**src/hdl/poisson_disk_grid_accept_core_assert.svh**
```systemverilog
// Assertion macros for the Poisson disk grid acceptance core.
`ifndef POISSON_DISK_GRID_ACCEPT_CORE_ASSERT_SVH
`define POISSON_DISK_GRID_ACCEPT_CORE_ASSERT_SVH

// same-cycle implication, needs clk and rst_n in scope
`define PDGA_ASSERT_SAME(lbl, ante, cons, msg) \
  lbl: assert property (@(posedge clk) disable iff (!rst_n) (ante) |-> (cons)) \
    else $error(msg);

// next-cycle implication
`define PDGA_ASSERT_NEXT(lbl, ante, cons, msg) \
  lbl: assert property (@(posedge clk) disable iff (!rst_n) (ante) |=> (cons)) \
    else $error(msg);

`endif

```
**src/hdl/pdga_pkg.sv**
```systemverilog
// Shared types and constants for the Poisson disk grid acceptance core.
package pdga_pkg;

  localparam int GRID_SIDE_DEF   = 64;
  localparam int MAX_SAMPLES_DEF = 4096;
  localparam int COORD_BITS_DEF  = 16;

  localparam int CFG_DATA_W = 32;
  localparam int CFG_IDX_W  = 1;
  localparam int SIDE_CFG_W = 7;
  localparam int OUT_IDX_W  = 12;

  localparam logic [CFG_IDX_W-1:0] CFG_MIN_DIST_SQ = 1'd0;
  localparam logic [CFG_IDX_W-1:0] CFG_GRID_SIDE   = 1'd1;

  localparam logic OP_TEST  = 1'b0;
  localparam logic OP_CLEAR = 1'b1;

  localparam logic [CFG_DATA_W-1:0] MIN_DIST_SQ_RST = 32'd2097152;
  localparam logic [SIDE_CFG_W-1:0] GRID_SIDE_RST   = 7'd64;

  localparam int               WIN_W      = 3;
  localparam logic [WIN_W-1:0] WIN_LAST   = 3'd4;
  localparam logic [WIN_W-1:0] WIN_REACH  = 3'd2;

  // cycles between the last window read and the reject flag being final
  localparam int                 DRAIN_W    = 2;
  localparam logic [DRAIN_W-1:0] DRAIN_LAST = 2'd3;

  typedef enum logic [2:0] {
    S_CLEAR,
    S_IDLE,
    S_MAP,
    S_SCAN,
    S_DRAIN,
    S_FINISH
  } state_t;

  typedef struct packed {
    logic             load;
    logic             map;
    logic             scan;
    logic [WIN_W-1:0] win_r;
    logic [WIN_W-1:0] win_c;
    logic             clr_step;
    logic             finish;
    logic             clr_op;
  } cmd_t;

  typedef struct packed {
    logic clr_done;
    logic out_free;
  } stat_t;

endpackage

```
**src/hdl/pdga_ctrl.sv**
```systemverilog
// Sequencer: grid sweep, window walk, drain and result handoff.
module pdga_ctrl (
  input  logic             clk,
  input  logic             rst_n,
  input  logic             in_valid,
  input  logic             in_op,
  output logic             in_ready,
  input  pdga_pkg::stat_t  stat,
  output pdga_pkg::cmd_t   cmd
);

  pdga_pkg::state_t                  state_r, state_nxt;
  logic [pdga_pkg::WIN_W-1:0]        wr_r, wr_nxt;
  logic [pdga_pkg::WIN_W-1:0]        wc_r, wc_nxt;
  logic [pdga_pkg::DRAIN_W-1:0]      dr_r, dr_nxt;
  logic                              pend_r, pend_nxt;

  always_ff @(posedge clk) begin
    if (!rst_n) begin
      state_r <= pdga_pkg::S_CLEAR;
      wr_r    <= '0;
      wc_r    <= '0;
      dr_r    <= '0;
      pend_r  <= 1'b0;
    end else begin
      state_r <= state_nxt;
      wr_r    <= wr_nxt;
      wc_r    <= wc_nxt;
      dr_r    <= dr_nxt;
      pend_r  <= pend_nxt;
    end
  end

  always_comb begin
    state_nxt = state_r;
    wr_nxt    = wr_r;
    wc_nxt    = wc_r;
    dr_nxt    = dr_r;
    pend_nxt  = pend_r;
    in_ready  = 1'b0;
    cmd       = '0;
    cmd.win_r = wr_r;
    cmd.win_c = wc_r;
    case (state_r)
      pdga_pkg::S_CLEAR: begin
        cmd.clr_step = 1'b1;
        if (stat.clr_done) begin
          state_nxt = pend_r ? pdga_pkg::S_FINISH : pdga_pkg::S_IDLE;
        end
      end
      pdga_pkg::S_IDLE: begin
        in_ready = 1'b1;
        if (in_valid) begin
          cmd.load = 1'b1;
          if (in_op == pdga_pkg::OP_CLEAR) begin
            pend_nxt  = 1'b1;
            state_nxt = pdga_pkg::S_CLEAR;
          end else begin
            state_nxt = pdga_pkg::S_MAP;
          end
        end
      end
      pdga_pkg::S_MAP: begin
        cmd.map   = 1'b1;
        wr_nxt    = '0;
        wc_nxt    = '0;
        state_nxt = pdga_pkg::S_SCAN;
      end
      pdga_pkg::S_SCAN: begin
        cmd.scan = 1'b1;
        if (wc_r == pdga_pkg::WIN_LAST) begin
          wc_nxt = '0;
          if (wr_r == pdga_pkg::WIN_LAST) begin
            dr_nxt    = '0;
            state_nxt = pdga_pkg::S_DRAIN;
          end else begin
            wr_nxt = wr_r + 1'b1;
          end
        end else begin
          wc_nxt = wc_r + 1'b1;
        end
      end
      pdga_pkg::S_DRAIN: begin
        if (dr_r == pdga_pkg::DRAIN_LAST) begin
          state_nxt = pdga_pkg::S_FINISH;
        end else begin
          dr_nxt = dr_r + 1'b1;
        end
      end
      pdga_pkg::S_FINISH: begin
        cmd.clr_op = pend_r;
        if (stat.out_free) begin
          cmd.finish = 1'b1;
          pend_nxt   = 1'b0;
          state_nxt  = pdga_pkg::S_IDLE;
        end
      end
      default: begin
        state_nxt = pdga_pkg::S_IDLE;
      end
    endcase
  end

endmodule

```
**config.mk**
```make
export PLATFORM = sky130hd
export DESIGN_NAME = pdga_ctrl
export DESIGN_NICKNAME = d
export VERILOG_FILES = /design/src/hdl/poisson_disk_grid_accept_core_assert.svh /design/src/hdl/pdga_pkg.sv /design/src/hdl/pdga_ctrl.sv
export SDC_FILE = /design/constraint.sdc
export NUM_CORES = 1
export LEC_CHECK = 0
export BUFFER_PORTS_ARGS = -buffer_cell sky130_fd_sc_hd__buf_4
export CAP_MARGIN = 20
export CORE_MARGIN = 1
export CORE_UTILIZATION = 50
export CTS_CLUSTER_DIAMETER = 80
export DETAILED_ROUTE_END_ITERATION = 12
export PLACE_DENSITY = 0.75
export REMOVE_ABC_BUFFERS = 1
export SLEW_MARGIN = 10
export SYNTH_ARGS = -nofsm -noshare
export SYNTH_HDL_FRONTEND = slang
export SYNTH_SLANG_ARGS = --single-unit
```
**constraint.sdc**
```tcl
create_clock -name clk -period 3.05 [get_ports clk]
set_input_delay 0.4575 -clock clk [delete_from_list [all_inputs] [get_ports clk]]
set_output_delay 0.4575 -clock clk [all_outputs]
set_load 0.005 [all_outputs]
```
==> flow_summary.toml <==
[critical_path]
crit_chain = "inv_2 > nor2_1 > and3_1 > buf_4"
crit_fanout = 12
cp_slowest_stage_delay_ps = 630
crit_slowest_cell = "dfxtp_1"
critPathTopFamily = "flip-flops"
cp.arrival_ps = 1670
path_buf_inv = 2
critPathKind = "reg2out"
crit_path_start_kind = "flop"
endpoint_kind = "primary output"
required_ps = 2590

[power_and_ir_drop]
p_leak_nw = 0.3802
total_power_mw = 0.3389
vdd_ir_drop_max_mv = 0.3023
power_density_nw_per_um2 = 356.0

[finish]
final_cell_mix = "buf_4 (18), dfxtp_1 (12), nand2_1 (7)"
fillers = 141
multi_input_area_um2 = 508.0
syn_to_final_growth_pct = 16.01
diodes = 0
final_common_cell = "buf_4"
drive_gt1_share_pct = 29.36
register_area_um2 = 240.2
fin_util_pct = 62.48
nets = 122

[global_routing]
globalRouteOverflowTotal = 0
grt_usage_pct = 22.13
grt_pass1_vias = 673
grt_start_max_net_pins = 14
grt_pass1_wl_mm = 3.036
antenna_found_initial = 0

[route]
drc = 0
wl_met2_um = 805
via_per_inst = 5.952
dr_wl_met3_um = 107
routedWlPerCell_um = 13.88
wl_met1_um = 797
dr.max_layer_used = "met4"
drtIter0Drc = 16
wirelength_mm = 1.735
ant_nets = 0
drt_first_pass_iters = 4
num_vias = 744

[floorplanning]
fp.dieH_um = 42.52
rows = 14
floorplan.initialDensity_pct = 53.86
die_w_um = 42.52
core_um2 = 1524
dieArea_um2 = 1808
io_pins = 19

[outcome]
outcome = "complete, no violations"

[synth]
ys.warnings.count = 0
synth.distinct_cells = 42
syn-cell-area_um2 = 820.8
syn_avg_cell_area_um2 = 8.732
synth_top_area_share_pct = 29.27
synth_area_leaders = "dfxtp_1 (29%), ha_1 (7.6%), a21boi_0 (4.6%), nand2_1 (3.2%), o21ai_0 (3.0%)"
synthCells = 94
ys_ff_latch = 12
synth_area_leader_cell = "dfxtp_1"
ys_seq_area_share_pct = 29.27

[clocking]
cts_buffers = 3
cts-root-buf = "clkbuf_4"
clk_latency_ps = 270
path_clk_slew_ps = 70
clock_path_buffers = 2
cts_resized = 0
cts_sinks = 12
h-tree-depth = 1
cts-hold-fix-buffers = 0
cts_tree = "done"
postCtsSetupRepairBufs = 0

[sta]
fin_skew_ps = 1.751
hold_ws_ps = 496.2
finalWorstSetupSlack_ps = 921.0
fmax_mhz = 469.7
slew_headroom_pct = 67.29
fin_setup_tns_ps = 0
tightest_slew_ps = 490.0
slew_violations = 0
period_share_pct = 69.80
hold_viol = 0
rsz0062_at_grt = "false"
post-route-min-period_ps = 2129
final-setup-viol-count = 0

[placed_design]
pre_cts_ws_ps = 1235
hpwl_mm = 1.244
port_buffers = 18
place.gp.congestion = 0.7868

[job]
cap_violations = 0

[hold_path]
holdCritPathClass = "in2reg"
## through the flow
step | instances | instance area [um^2]
global placement | 122 | 929.6
CTS | 125 | 952.2
finish | 125 | 952.2
detailed placement | 122 | 929.6
global route | 125 | 952.2
floorplan | 88 | 774.5
## tightest hold or removal path, stage by stage
cell,delay (ps)
buf_4,160
o31ai_4,70
a31oi_1,40
## cell type report
cell class                      count  share of cell area [%]
Multi-Input combinational cell     69                   53.35
Sequential cell                    12                   25.23
Timing Repair Buffer               18                   14.19
Clock buffer                        3                   2.365
Tap cell                           16                   2.102
Inverter                            7                   2.760
## layer usage
layer	vias up	global-route usage [%]
met3	4	7.759
met2	25	34.77
met5	-	0
li1	371	-
met4	0	5.625
met1	344	28.84
## cells in the mapped netlist
master / instances
clkbuf_1: 1
a221oi_2: 1
and2_1: 2
nand3_4: 1
dfxtp_1: 12
nand3b_1: 1
nor2_4: 1
o31ai_4: 1
nand2_1: 7
and3_1: 1
inv_2: 1
buf_6: 2
nor3_1: 3
ha_1: 5
a21oi_1: 4
nor2b_1: 2
and3b_1: 1
o21ai_0: 5
mux2i_1: 1
nor4_1: 1
a21o_1: 1
nand3_1: 2
mux2_2: 2
buf_2: 1
nor2_1: 6
and4_2: 2
clkbuf_4: 1
a31oi_1: 3
buf_4: 1
o211ai_1: 1
nor2b_2: 1
nor3_2: 1
inv_1: 6
a211oi_1: 1
a21boi_0: 5
o41ai_1: 1
a22o_1: 1
a31o_1: 1
nand2b_1: 1
nand4b_1: 1
a22oi_1: 1
o311ai_0: 1
## registers in the layout, summed over array words and instances, names as in the netlist
signal,count
wr_r,3
state_r,3
dr_r,2
pend_r,1
wc_r,3
## path summary, 6_finish.rpt
kind	from	endpoint	slack, ps	depth (start not counted)
worst min-delay path	rst_n	state_r[0]	500	3
worst max-delay path	state_r[0]	cmd[1]	920	4
worst min register to register	wr_r[1]	wr_r[1]	510	2
worst max register to register	wc_r[0]	dr_r[1]	1410	6
## power by group
part / total, mW / switching (mW) / internal [mW]
clock network: 0.0996 / 0.0538 / 0.0458
registers: 0.175 / 0.0139 / 0.162
logic: 0.0639 / 0.0315 / 0.0324
## cell families (layout without fill, tap and decap cells)
kind of cell    Yosys count  in the layout  synth area share (%)
fa+ha+maj                 5              5                 7.622
mux                       3              3                 3.963
simple gates             34             34                 25.61
compound gates           27             27                 24.70
flops                    12             12                 29.27
buf+inv                  13             28                 8.840
Power figures use the tool's default switching activity.
